File: config.mk
export PLATFORM = sky130hd
export DESIGN_NAME = morse_keyer_encoder_flat
export DESIGN_NICKNAME = d
export VERILOG_FILES = /design/src/hdl/mke_pkg.sv /design/src/hdl/mke_char_if.sv /design/src/hdl/mke_seg_if.sv /design/src/hdl/morse_keyer_encoder.sv /design/src/flat_wrapper.sv
export SDC_FILE = /design/constraint.sdc
export NUM_CORES = 1
export LEC_CHECK = 0
export BUFFER_PORTS_ARGS = -buffer_cell sky130_fd_sc_hd__buf_4
export CORE_MARGIN = 10
export CORE_UTILIZATION = 58
export DETAILED_ROUTE_END_ITERATION = 12
export PLACE_DENSITY = 0.81
export SYNTH_ARGS = -nofsm -noshare
export SYNTH_HDL_FRONTEND = slang
export SYNTH_SLANG_ARGS = --single-unit
File: constraint.sdc
create_clock -name clk -period 4.22 [get_ports clk]
set_input_delay 0.844 -clock clk [delete_from_list [all_inputs] [get_ports clk]]
set_output_delay 0.844 -clock clk [all_outputs]
set_load 0.02 [all_outputs]
File: src/hdl/mke_pkg.sv
`timescale 1ns / 1ps
// Package for the Morse keyer encoder: character map, Morse pattern table,
// microprogram word layout and control ROM. No dependencies.
package mke_pkg;

  localparam int TicksPerSecondDef = 100;

  localparam int UnitW = 5;
  localparam int DurW = 6;
  localparam int DivW = 16;
  localparam int CfgIdxW = 2;
  localparam int CfgDataW = 16;
  localparam int PatLenW = 3;
  localparam int PatBitsW = 6;
  localparam int IdxW = 6;

  localparam logic [UnitW-1:0] UnitReset = 5'd5;
  localparam logic [DivW-1:0] DivReset = 16'd2386;
  localparam logic [DurW-1:0] DurMax = 6'd63;

  localparam logic [IdxW-1:0] IdxGap = 6'd36;
  localparam logic [IdxW-1:0] IdxNone = 6'd63;
  localparam logic [IdxW-1:0] IdxLast = 6'd43;

  typedef enum logic [CfgIdxW-1:0] {
    CFG_UNIT  = 2'd0,
    CFG_DIV   = 2'd1,
    CFG_MUTED = 2'd2
  } cfg_idx_t;

  // Microprogram step addresses
  typedef enum logic [1:0] {
    UP_FETCH = 2'd0,
    UP_MARK  = 2'd1,
    UP_SPACE = 2'd2,
    UP_GAP   = 2'd3
  } upc_t;

  typedef enum logic [1:0] {
    DUR_ELEM  = 2'd0,
    DUR_SPACE = 2'd1,
    DUR_LONG  = 2'd2
  } dur_sel_t;

  typedef enum logic [1:0] {
    LAST_NO    = 2'd0,
    LAST_FINAL = 2'd1,
    LAST_YES   = 2'd2
  } last_sel_t;

  typedef enum logic [1:0] {
    JMP_DISPATCH = 2'd0,
    JMP_FINAL    = 2'd1,
    JMP_ALWAYS   = 2'd2
  } jmp_t;

  typedef struct packed {
    logic      in_rdy;
    logic      emit;
    logic      key_on;
    dur_sel_t  dur;
    last_sel_t last_sel;
    logic      shift;
    jmp_t      jmp;
    upc_t      target;
  } ucw_t;

  typedef struct packed {
    logic [PatLenW-1:0]  len;
    logic [PatBitsW-1:0] bits;   // first element at the top bit, 1 = dash
  } pat_t;

  function automatic ucw_t mke_ucode(upc_t step);
    ucw_t w;
    w = '{in_rdy: 1'b0, emit: 1'b0, key_on: 1'b0, dur: DUR_ELEM,
          last_sel: LAST_NO, shift: 1'b0, jmp: JMP_ALWAYS, target: UP_FETCH};
    case (step)
      UP_FETCH: begin
        w.in_rdy = 1'b1;
        w.jmp = JMP_DISPATCH;
      end
      UP_MARK: begin
        w.emit = 1'b1;
        w.key_on = 1'b1;
        w.dur = DUR_ELEM;
        w.target = UP_SPACE;
      end
      UP_SPACE: begin
        w.emit = 1'b1;
        w.dur = DUR_SPACE;
        w.last_sel = LAST_FINAL;
        w.shift = 1'b1;
        w.jmp = JMP_FINAL;
        w.target = UP_FETCH;
      end
      UP_GAP: begin
        w.emit = 1'b1;
        w.dur = DUR_LONG;
        w.last_sel = LAST_YES;
        w.target = UP_FETCH;
      end
      default: w.target = UP_FETCH;
    endcase
    return w;
  endfunction

  // Map a 7-bit code to a pattern index; IdxNone for codes that send nothing
  function automatic logic [IdxW-1:0] mke_index(logic [6:0] c);
    logic [IdxW-1:0] idx;
    idx = IdxNone;
    if (c >= 7'h41 && c <= 7'h5A) idx = IdxW'(c - 7'h41);
    else if (c >= 7'h61 && c <= 7'h7A) idx = IdxW'(c - 7'h61);
    else if (c >= 7'h30 && c <= 7'h39) idx = 6'd26 + IdxW'(c - 7'h30);
    else begin
      case (c)
        7'h01: idx = 6'd37;
        7'h02: idx = 6'd38;
        7'h1B: idx = 6'd39;
        7'h07, 7'h2E: idx = 6'd40;
        7'h3F: idx = 6'd41;
        7'h2F: idx = 6'd42;
        7'h2C: idx = 6'd43;
        7'h09, 7'h0A, 7'h0D, 7'h20: idx = IdxGap;
        default: idx = IdxNone;
      endcase
    end
    return idx;
  endfunction

  function automatic pat_t mke_pattern(logic [IdxW-1:0] idx);
    pat_t p;
    case (idx)
      6'd0:  p = {3'd2, 6'b010000};
      6'd1:  p = {3'd4, 6'b100000};
      6'd2:  p = {3'd4, 6'b101000};
      6'd3:  p = {3'd3, 6'b100000};
      6'd4:  p = {3'd1, 6'b000000};
      6'd5:  p = {3'd4, 6'b001000};
      6'd6:  p = {3'd3, 6'b110000};
      6'd7:  p = {3'd4, 6'b000000};
      6'd8:  p = {3'd2, 6'b000000};
      6'd9:  p = {3'd4, 6'b011100};
      6'd10: p = {3'd3, 6'b101000};
      6'd11: p = {3'd4, 6'b010000};
      6'd12: p = {3'd2, 6'b110000};
      6'd13: p = {3'd2, 6'b100000};
      6'd14: p = {3'd3, 6'b111000};
      6'd15: p = {3'd4, 6'b011000};
      6'd16: p = {3'd4, 6'b110100};
      6'd17: p = {3'd3, 6'b010000};
      6'd18: p = {3'd3, 6'b000000};
      6'd19: p = {3'd1, 6'b100000};
      6'd20: p = {3'd3, 6'b001000};
      6'd21: p = {3'd4, 6'b000100};
      6'd22: p = {3'd3, 6'b011000};
      6'd23: p = {3'd4, 6'b100100};
      6'd24: p = {3'd4, 6'b101100};
      6'd25: p = {3'd4, 6'b110000};
      6'd26: p = {3'd5, 6'b111110};
      6'd27: p = {3'd5, 6'b011110};
      6'd28: p = {3'd5, 6'b001110};
      6'd29: p = {3'd5, 6'b000110};
      6'd30: p = {3'd5, 6'b000010};
      6'd31: p = {3'd5, 6'b000000};
      6'd32: p = {3'd5, 6'b100000};
      6'd33: p = {3'd5, 6'b110000};
      6'd34: p = {3'd5, 6'b111000};
      6'd35: p = {3'd5, 6'b111100};
      6'd37: p = {3'd4, 6'b010100};
      6'd38: p = {3'd5, 6'b100010};
      6'd39: p = {3'd6, 6'b000101};
      6'd40: p = {3'd6, 6'b010101};
      6'd41: p = {3'd6, 6'b001100};
      6'd42: p = {3'd5, 6'b100100};
      6'd43: p = {3'd6, 6'b110011};
      default: p = {3'd0, 6'b000000};
    endcase
    return p;
  endfunction

endpackage

File: src/hdl/mke_char_if.sv
`timescale 1ns / 1ps
// Character request channel: valid/ready handshake with one ASCII byte.
// Depends on mke_pkg for nothing but is compiled after it.
interface mke_char_if;
  logic       valid;
  logic       ready;
  logic [7:0] char_code;

  modport source (output valid, output char_code, input ready);
  modport sink (input valid, input char_code, output ready);
endinterface

File: src/hdl/mke_seg_if.sv
`timescale 1ns / 1ps
// Key segment request channel: valid/ready handshake with one segment.
// Widths follow the segment fields of the keyer encoder.
interface mke_seg_if;
  logic        valid;
  logic        ready;
  logic        key_on;
  logic [5:0]  duration_ticks;
  logic [15:0] tone_divider_out;
  logic        last;

  modport source (output valid, output key_on, output duration_ticks,
                  output tone_divider_out, output last, input ready);
  modport sink (input valid, input key_on, input duration_ticks,
                input tone_divider_out, input last, output ready);
endinterface

File: src/hdl/morse_keyer_encoder.sv
`timescale 1ns / 1ps
// Morse keyer encoder top level. Uses mke_pkg, mke_char_if and mke_seg_if.
//
// Each accepted character turns into key on/off segments, one per cycle
// while the output register is not stalled: a character of n elements
// gives 2n segments, a word-gap character one, and a muted or unmapped
// character none. The sequencer is a four-step microprogram that spends
// one step on the character fetch and one step per segment; a stalled
// output register holds the sequencer on its current step. A new character
// is taken only in the fetch step, i.e. after the last segment of the
// previous one is in the output register. The registers are read as each
// segment is built, so write them only while no character is in flight.
module morse_keyer_encoder #(
  parameter int TICKS_PER_SECOND = mke_pkg::TicksPerSecondDef
) (
  input  logic                               clk,
  input  logic                               rst,
  input  logic                               cfg_we,
  input  logic [mke_pkg::CfgIdxW-1:0]        cfg_index,
  input  logic [mke_pkg::CfgDataW-1:0]       cfg_data,
  mke_char_if.sink                           char_in,
  mke_seg_if.source                          seg_out
);
  import mke_pkg::*;

  localparam int UnitMax = TICKS_PER_SECOND / 5;

  // Configuration registers
  logic [UnitW-1:0] unit_ticks;
  logic [DivW-1:0]  tone_divider;
  logic             muted;

  // Sequencer state and datapath
  upc_t                upc, upc_next;
  ucw_t                ucw;
  logic [PatBitsW-1:0] pat_bits;
  logic [PatLenW-1:0]  pat_left;

  // Output register
  logic             seg_valid;
  logic             seg_key_on;
  logic [DurW-1:0]  seg_dur;
  logic [DivW-1:0]  seg_div;
  logic             seg_last;

  logic             out_free;
  logic             fire;
  logic             final_elem;
  logic [IdxW-1:0]  char_idx;
  pat_t             char_pat;
  logic [UnitW-1:0] unit_raw;
  logic [UnitW-1:0] unit;
  logic [UnitW+1:0] unit3;
  logic [DurW-1:0]  dur_one;
  logic [DurW-1:0]  dur_three;
  logic [DurW-1:0]  dur;
  logic             last_bit;
  logic [DivW-1:0]  div_eff;

  always_ff @(posedge clk) begin
    if (rst) begin
      unit_ticks   <= UnitReset;
      tone_divider <= DivReset;
      muted        <= 1'b0;
    end else if (cfg_we) begin
      case (cfg_idx_t'(cfg_index))
        CFG_UNIT:  unit_ticks   <= cfg_data[UnitW-1:0];
        CFG_DIV:   tone_divider <= cfg_data[DivW-1:0];
        CFG_MUTED: muted        <= cfg_data[0];
        default: ;
      endcase
    end
  end

  // Control word for the current step
  assign ucw = mke_ucode(upc);

  assign char_idx   = mke_index(char_in.char_code[6:0]);
  assign char_pat   = mke_pattern(char_idx);
  assign final_elem = (pat_left == PatLenW'(1));

  // Clamp the unit and derive one- and three-unit lengths
  assign unit_raw  = (unit_ticks == '0) ? UnitW'(1) : unit_ticks;
  assign unit      = (32'(unit_raw) > UnitMax) ? UnitW'(UnitMax) : unit_raw;
  assign unit3     = {2'b00, unit} + {1'b0, unit, 1'b0};
  assign dur_one   = DurW'(unit);
  assign dur_three = (unit3 > (UnitW+2)'(DurMax)) ? DurMax : unit3[DurW-1:0];
  assign div_eff   = (tone_divider == '0) ? DivW'(1) : tone_divider;

  always_comb begin
    case (ucw.dur)
      DUR_ELEM:  dur = pat_bits[PatBitsW-1] ? dur_three : dur_one;
      DUR_SPACE: dur = final_elem ? dur_three : dur_one;
      DUR_LONG:  dur = dur_three;
      default:   dur = dur_one;
    endcase
  end

  always_comb begin
    case (ucw.last_sel)
      LAST_NO:    last_bit = 1'b0;
      LAST_FINAL: last_bit = final_elem;
      LAST_YES:   last_bit = 1'b1;
      default:    last_bit = 1'b0;
    endcase
  end

  assign out_free = !seg_valid || seg_out.ready;

  // Output block: handshake and step advance
  always_comb begin
    char_in.ready = ucw.in_rdy;
    if (ucw.in_rdy) fire = char_in.valid;
    else if (ucw.emit) fire = out_free;
    else fire = 1'b1;
  end

  // Next-step block
  always_comb begin
    upc_next = upc;
    if (fire) begin
      case (ucw.jmp)
        JMP_DISPATCH: begin
          if (muted || char_idx > IdxLast) upc_next = UP_FETCH;
          else if (char_idx == IdxGap) upc_next = UP_GAP;
          else upc_next = UP_MARK;
        end
        JMP_FINAL:  upc_next = final_elem ? ucw.target : UP_MARK;
        JMP_ALWAYS: upc_next = ucw.target;
        default:    upc_next = UP_FETCH;
      endcase
    end
  end

  always_ff @(posedge clk) begin
    if (rst) upc <= UP_FETCH;
    else upc <= upc_next;
  end

  // Pattern shift register and element count
  always_ff @(posedge clk) begin
    if (fire && ucw.in_rdy) begin
      pat_bits <= char_pat.bits;
      pat_left <= char_pat.len;
    end else if (fire && ucw.shift) begin
      pat_bits <= {pat_bits[PatBitsW-2:0], 1'b0};
      pat_left <= pat_left - PatLenW'(1);
    end
  end

  always_ff @(posedge clk) begin
    if (rst) begin
      seg_valid <= 1'b0;
    end else if (fire && ucw.emit) begin
      seg_valid <= 1'b1;
    end else if (seg_out.ready) begin
      seg_valid <= 1'b0;
    end
  end

  always_ff @(posedge clk) begin
    if (fire && ucw.emit) begin
      seg_key_on <= ucw.key_on;
      seg_dur    <= dur;
      seg_div    <= ucw.key_on ? div_eff : '0;
      seg_last   <= last_bit;
    end
  end

  assign seg_out.valid            = seg_valid;
  assign seg_out.key_on           = seg_key_on;
  assign seg_out.duration_ticks   = seg_dur;
  assign seg_out.tone_divider_out = seg_div;
  assign seg_out.last             = seg_last;

endmodule
File: src/flat_wrapper.sv
// flat-port wrapper written by rule: the top's interface ports become plain ports
module morse_keyer_encoder_flat import mke_pkg::*;
#(
  parameter int TICKS_PER_SECOND = mke_pkg::TicksPerSecondDef
)
  (clk, rst, cfg_we, cfg_index, cfg_data, char_in_valid, char_in_char_code, char_in_ready, seg_out_valid, seg_out_key_on, seg_out_duration_ticks, seg_out_tone_divider_out, seg_out_last, seg_out_ready);
  mke_char_if char_in_i ();
  mke_seg_if seg_out_i ();
  input  logic clk;
  input  logic rst;
  input  logic cfg_we;
  input  logic [mke_pkg::CfgIdxW-1:0] cfg_index;
  input  logic [mke_pkg::CfgDataW-1:0] cfg_data;
  input wire logic [$bits(char_in_i.valid)-1:0] char_in_valid;
  input wire logic [$bits(char_in_i.char_code)-1:0] char_in_char_code;
  output wire logic [$bits(char_in_i.ready)-1:0] char_in_ready;
  output wire logic [$bits(seg_out_i.valid)-1:0] seg_out_valid;
  output wire logic [$bits(seg_out_i.key_on)-1:0] seg_out_key_on;
  output wire logic [$bits(seg_out_i.duration_ticks)-1:0] seg_out_duration_ticks;
  output wire logic [$bits(seg_out_i.tone_divider_out)-1:0] seg_out_tone_divider_out;
  output wire logic [$bits(seg_out_i.last)-1:0] seg_out_last;
  input wire logic [$bits(seg_out_i.ready)-1:0] seg_out_ready;
  assign char_in_i.valid = char_in_valid;
  assign char_in_i.char_code = char_in_char_code;
  assign char_in_ready = char_in_i.ready;
  assign seg_out_valid = seg_out_i.valid;
  assign seg_out_key_on = seg_out_i.key_on;
  assign seg_out_duration_ticks = seg_out_i.duration_ticks;
  assign seg_out_tone_divider_out = seg_out_i.tone_divider_out;
  assign seg_out_last = seg_out_i.last;
  assign seg_out_i.ready = seg_out_ready;
  morse_keyer_encoder #(.TICKS_PER_SECOND(TICKS_PER_SECOND)) u_core (.clk(clk), .rst(rst), .cfg_we(cfg_we), .cfg_index(cfg_index), .cfg_data(cfg_data), .char_in(char_in_i), .seg_out(seg_out_i));
endmodule
=== Word level (Yosys, flattened, before mapping) ===
Memory sizes are Yosys's and may differ from the RTL's.
Cells that the tools add are included.
Widths: inputs -> output; s select.

* ROM bits: 576
* Bits in registers: 58
* Memories: 1

{| class="wikitable"
|+ Memories
! name !! words !! bits a word !! read ports !! clocked after memory_dff !! write ports !! line !! RTL
|-
| (name not given) || 64 || 9 || 1 || 0 || 0 || mke_pkg.sv:132 || <nowiki>case (idx)</nowiki>
|}

* Mux-type cells: 31
* Add/subtract/negate cells: 6
* Reduce and logical (&&, ||, !) cells: 24
* Order comparisons: 9
* Eq/ne operators: 23
* Bitwise logic cells: 1

{| class="wikitable"
|+ Operators with widths
! kind !! number
|-
| $mux 6 || 8
|-
| $pmux 5 s8 || 1
|-
| $eq 7x6->1 const B || 5
|-
| $eq 7x4->1 const B || 3
|-
| $pmux 6 s3 || 1
|-
| $logic_not 16->1 || 1
|-
| $ge 7x7->1 const B || 2
|-
| $le 7x7->1 const B || 2
|-
| $sub 6x6->6 const B || 2
|-
| $eq 2x2->1 const B || 5
|-
| $mux 5 || 2
|-
| $mux 1 || 9
|-
| $eq 2x1->1 const B || 4
|-
| $logic_not 2->1 || 4
|-
| $mux 2 || 4
|-
| $pmux 2 s2 || 2
|-
| $add 5x6->7 || 1
|-
| $eq 7x1->1 const B || 1
|-
| $eq 7x2->1 const B || 1
|-
| $eq 7x3->1 const B || 1
|-
| $eq 7x5->1 const B || 1
|-
| $ge 7x6->1 const B || 1
|-
| $gt 7x6->1 const B || 1
|-
| $le 7x6->1 const B || 1
|-
| other kinds (20) || 31
|}

=== Logic depth before layout (Yosys ltp) ===
* Word-level depth: 10
* Gate-level depth with buffers: 15
* Mapped depth without buffers: 14

=== Worst setup path after synthesis ===
No wires, ideal clock.

* Path type: input to register
* Start point: in char_in_char_code[0]
* End point: reg u_core.pat_bits[1], data pin
* Library setup time: 0.256 ns
* Path buffers: 1
* Setup slack: 0.658 ns
* Cell stages on the path: 13
* Arrival: 3.305 ns
* Cells stage by stage: inv_1 ha_1 or3b_1 a311oi_2 or2_2 o211ai_1 nand2_1 inv_1 ha_1 clkbuf_1 and3_1 o31a_1 o22a_1

* Longest elaborated chain between the ends: 8
* Elaborated cells on any way between the ends: 33
* Those cells by class: 4 x add/sub; 6 x order compare; 12 x eq/ne; 5 x mux; 5 x reduce/logical; 1 x memory

{| class="wikitable"
|+ Ends and longest elaborated chain
! item !! line !! RTL
|-
| start, declared || flat_wrapper.sv:15 || <nowiki>input wire logic [$bits(char_in_i.char_code)-1:0] char_in_char_code;</nowiki>
|-
| parallel branches: the longest is 5 deep, another holds $sub 6x6->6 || -- ||
|-
| $mux 6 (*) || mke_pkg.sv:111 || <nowiki>if (c >= 7'h41 && c <= 7'h5A) idx = IdxW'(c - 7'h41);</nowiki>
|-
| $mem_v2 64x9 (*) || -- ||
|-
| $mux 6 (*) || morse_keyer_encoder.sv:142 || <nowiki>if (fire && ucw.in_rdy) begin</nowiki>
|-
| end signal, assigned || morse_keyer_encoder.sv:143 || <nowiki>pat_bits <= char_pat.bits;</nowiki>
|-
| end signal, assigned || morse_keyer_encoder.sv:146 || <nowiki>pat_bits <= {pat_bits[PatBitsW-2:0], 1'b0};</nowiki>
|-
| end, declared || morse_keyer_encoder.sv:36 || <nowiki>logic [PatBitsW-1:0] pat_bits;</nowiki>
|}

Mark *: on every way between the ends.
A chain may end at the register's enable or synchronous reset.

=== Worst setup path after layout ===
* Start point: in char_in_char_code[2]
* End point: reg u_core.pat_bits[5], data pin

Same word-level chain as after synthesis.

==> reports/qor.json <==
{
  "cts": {
    "cts_root_buf": "sky130_fd_sc_hd__clkbuf_8",
    "clk_pin_slew_ps": 70,
    "cts-resized-gates": 0,
    "insertion_delay_ps": 330,
    "postCtsHoldBufs": 0,
    "cts_inserted_buffers": 9,
    "h_tree_lvls": 3,
    "postcts_setup_bufs": 0,
    "tritoncts": "built",
    "buffer_levels_on_the_longest_clock_path": 2,
    "clock_sinks": 58
  },
  "pwr": {
    "clock_power_share_pct": 25.8,
    "p_leak_nw": 1.74,
    "netSwitchingFraction_pct": 35.0,
    "max-vdd-ir-drop_uv": 337,
    "total_switching_power_w": 0.000727,
    "seq_power_share_pct": 39.6,
    "pwr-share-comb_pct": 34.6,
    "power.density_nw_per_um2": 468,
    "finalPower_w": 0.00208,
    "cellInternalPower_w": 0.00135
  },
  "detailed_routing": {
    "wl_per_cell_um": 16.8,
    "drt_first_pass_iters": 6,
    "drt_iter0_markers": 240,
    "avgViaCountPerCell": 6.13,
    "routed_wirelength_um": 9340,
    "detail-route-antenna-nets": 0,
    "drt_drc_violations_left": 0,
    "vias": 3416
  },
  "global_route": {
    "first_global_vias": 3297,
    "initial_antenna_violation_count": 0,
    "globalRoute.totalOverflow": 0,
    "grt_util_all_layers_pct": 17.8,
    "largest_net_degree_at_the_start_of_global_routing": 26,
    "grt_first_pass_wirelength_um": 15400
  },
  "timing": {
    "setup_clock_skew_after_layout_ps": 6.91,
    "finalMaxSlewViolations": 0,
    "setup-tns-final_ps": 0,
    "hold_violations": 0,
    "finalCriticalPeriod_ps": 3730,
    "report.final.setup_viol": 0,
    "clock.fmax_mhz": 268,
    "grt_setup_unrepaired": "no",
    "slew-limit-headroom_pct": 23.3,
    "max_slew.worst_pin.slew_ps": 1150,
    "setup_slack_ps": 494,
    "post-route-period-util_pct": 88.3
  },
  "synth": {
    "synth_register_bits": 58,
    "synth_cell_types": 68,
    "yosys-top-cells-count": "57 x sky130_fd_sc_hd__nand2_1, 39 x sky130_fd_sc_hd__nor2_1, 33 x sky130_fd_sc_hd__edfxtp_1",
    "compound_gate_portion_of_the_synthesized_area_pct": 21.8,
    "ys_warn_count": 0,
    "post_synth_and_or_nand_nor_area_fraction_pct": 23.9,
    "synthArstFlopShare_pct": 0,
    "synth_adder_area_share_pct": 6.54,
    "synth_area_per_cell_um2": 8.88,
    "synth_flop_cell": "sky130_fd_sc_hd__edfxtp_1",
    "post_syn_area_um2": 3830,
    "synthesis.instances": 431,
    "syn_nets": 482,
    "synth_top_area_share_pct": 25.9,
    "synthMostInstantiatedCell": "sky130_fd_sc_hd__nand2_1",
    "yosysSeqAreaShare_pct": 39.0,
    "top_area_cells_in_the_synthesized_netlist": "sky130_fd_sc_hd__edfxtp_1 26%, sky130_fd_sc_hd__dfxtp_1 13%, sky130_fd_sc_hd__ha_1 6.5%",
    "synth_edf_count": 33,
    "dominant_combinational_cell_family_by_area_after_synthesis": "simple AND/OR/NAND/NOR gates",
    "muxShareOfSynthArea_pct": 1.90,
    "synth_xor_xnor_area_share_pct": 1.83,
    "yosysTopAreaCell": "sky130_fd_sc_hd__edfxtp_1"
  },
  "critical_path": {
    "arrival_ps": 3800,
    "worst_setup_path_end_kind": "register",
    "capturing_point_of_the_worst_reg2reg_path": "u_core.seg_out.duration_ticks[5]$_DFFE_PP_",
    "path_class": "primary input to register",
    "reg2reg_slack_ps": 1230,
    "worstRegToRegCells": 14,
    "start_kind": "primary input",
    "rr_startpoint": "u_core.unit_ticks[2]$_SDFFE_PP1P_",
    "worst-endpoint-required_ps": 4290,
    "timing.critical_path.fanout_max": 10
  },
  "flow_run": {
    "drv.max_cap_violation_count": 0
  },
  "min_path": {
    "capture_endpoint_of_the_worst_hold_path": "u_core.tone_divider[13]$_SDFFE_PP0P_",
    "hold_start": "u_core.tone_divider[13]$_SDFFE_PP0P_",
    "number_of_cells_traversed_by_the_worst_hold_path": 2,
    "hold_path.class": "register to register"
  },
  "final_layout": {
    "n_antenna_cell": 0,
    "share_of_post_route_cells_with_drive_strength_above_1_pct": 19.4,
    "multi_input_gate_area_in_the_final_layout_um2": 2150,
    "fill_cells": 539,
    "finish.net_count": 526,
    "seq_area_um2": 1490,
    "area_delta_synth_final_pct": 16.1
  },
  "place": {
    "port-buffer-count": 55,
    "dp_hpwl_um": 6890,
    "post-place-ws_ps": 268,
    "gp_routability_congestion": 0.997
  },
  "die": {
    "die_area_um2": 10200,
    "coreArea_um2": 6390,
    "initial_utilization_pct": 59.9,
    "chipHeight_um": 101,
    "core.rowCount": 29,
    "width_of_the_chip_um": 101,
    "floorplan.io_pins": 57
  },
  "status": {
    "result_of_the_run": "finished, final reports clean"
  }
}
-- cells in the final DEF, fill, tap and decap left out, types with 6 or more instances in the layout --
cell type | synthesis | final
sky130_fd_sc_hd__nor2_1 | 39 | 38
sky130_fd_sc_hd__nor2b_1 | 8 | 8
sky130_fd_sc_hd__buf_4 | 0 | 59
sky130_fd_sc_hd__clkbuf_8 | 0 | 9
sky130_fd_sc_hd__nand3b_1 | 8 | 8
sky130_fd_sc_hd__inv_1 | 15 | 15
sky130_fd_sc_hd__nand3_1 | 6 | 6
sky130_fd_sc_hd__nor3_1 | 11 | 11
sky130_fd_sc_hd__edfxtp_1 | 33 | 33
sky130_fd_sc_hd__and2_1 | 18 | 18
sky130_fd_sc_hd__o21ai_0 | 17 | 17
sky130_fd_sc_hd__a21oi_1 | 32 | 32
sky130_fd_sc_hd__a31oi_1 | 10 | 10
sky130_fd_sc_hd__nand2_1 | 57 | 57
sky130_fd_sc_hd__nand2b_1 | 6 | 6
sky130_fd_sc_hd__ha_1 | 20 | 20
sky130_fd_sc_hd__a211oi_1 | 8 | 8
sky130_fd_sc_hd__dfxtp_1 | 25 | 25
-- state kept, by name (all words and copies together), names as in the netlist --
name                             cells
u_core.tone_divider                 16
u_core.seg_out.duration_ticks        6
u_core.seg_out.last                  1
u_core.pat_left                      3
u_core.upc                           2
u_core.seg_out.valid                 1
u_core.pat_bits                      6
u_core.seg_out.key_on                1
u_core.muted                         1
u_core.seg_out.tone_divider_out     16
u_core.unit_ticks                    5
-- logic make-up after synthesis --
| family | Yosys count |
|---|---|
| simple gates | 179 |
| compound gates | 118 |
| flops | 58 |
| buf+inv | 41 |
| fa+ha+maj | 20 |
| xor+xnor | 8 |
| mux | 7 |
-- how the worst max path moves through the flow --
stage          cells past startpoint                      endpoint            startpoint
2_1_floorplan                     13  u_core.pat_bits[1]$_DFFE_PP_  char_in_char_code[0]
3_3_place_gp                      14  u_core.pat_bits[5]$_DFFE_PP_  char_in_char_code[2]
3_5_place_dp                      14  u_core.pat_bits[5]$_DFFE_PP_  char_in_char_code[1]
4_1_cts                           13  u_core.pat_bits[5]$_DFFE_PP_  char_in_char_code[0]
5_1_grt                           14  u_core.pat_bits[5]$_DFFE_PP_  char_in_char_code[2]
6_report                          14  u_core.pat_bits[5]$_DFFE_PP_  char_in_char_code[2]
-- final cells by class --
| cell class | instances | share of cell area (%) |
|---|---|---|
| multi-input cells | 332 | 48.3 |
| flip-flops and latches | 58 | 33.5 |
| repair buffers | 59 | 9.96 |
| clock buffers | 11 | 3.43 |
| well taps | 77 | 2.17 |
| clock inverters | 5 | 1.35 |
| inverters | 15 | 1.27 |
-- power by group through the flow --
stage | Sequential, W | Clock [W] | Combinational, W
5_1_grt | 0.000839 | 0.000568 | 0.000790
3_5_place_dp | 0.000835 | 0 | 0.000720
2_1_floorplan | 0.000918 | 0 | 0.000383
3_3_place_gp | 0.000828 | 0 | 0.000700
4_1_cts | 0.000825 | 0.000548 | 0.000722
6_report | 0.000824 | 0.000537 | 0.000719
-- through the flow --
step	utilization (%)	hold slack (ps)	cell area (µm²)	cells
2_1_floorplan	-	444	3830	431
3_3_place_gp	66.3	454	4230	541
3_5_place_dp	66.3	459	4230	541
4_1_cts	69.6	474	4450	557
5_1_grt	69.6	493	4450	557
6_report	69.6	469	4450	557
-- worst max-delay path, stage by stage --
cell and delay [ps]:
sky130_fd_sc_hd__buf_4 150, sky130_fd_sc_hd__inv_1 120, sky130_fd_sc_hd__ha_1 220, sky130_fd_sc_hd__a21boi_0 320
sky130_fd_sc_hd__and3_1 230, sky130_fd_sc_hd__nor2_1 50, sky130_fd_sc_hd__o21ai_0 230, sky130_fd_sc_hd__and2_1 370
sky130_fd_sc_hd__inv_1 200, sky130_fd_sc_hd__ha_1 280, sky130_fd_sc_hd__nand2b_1 160, sky130_fd_sc_hd__nand2_1 90
sky130_fd_sc_hd__a221oi_1 80, sky130_fd_sc_hd__o41ai_1 430
-- routing by layer --
layer	global-route usage (%)	wire length, µm	up-vias
met5	0	0	-
met4	5.57	89	0
met3	3.54	762	8
met2	30.8	4610	146
met1	21.7	3880	1601
li1	-	-	1661
Note: power is estimated with default switching activity, not from simulation.
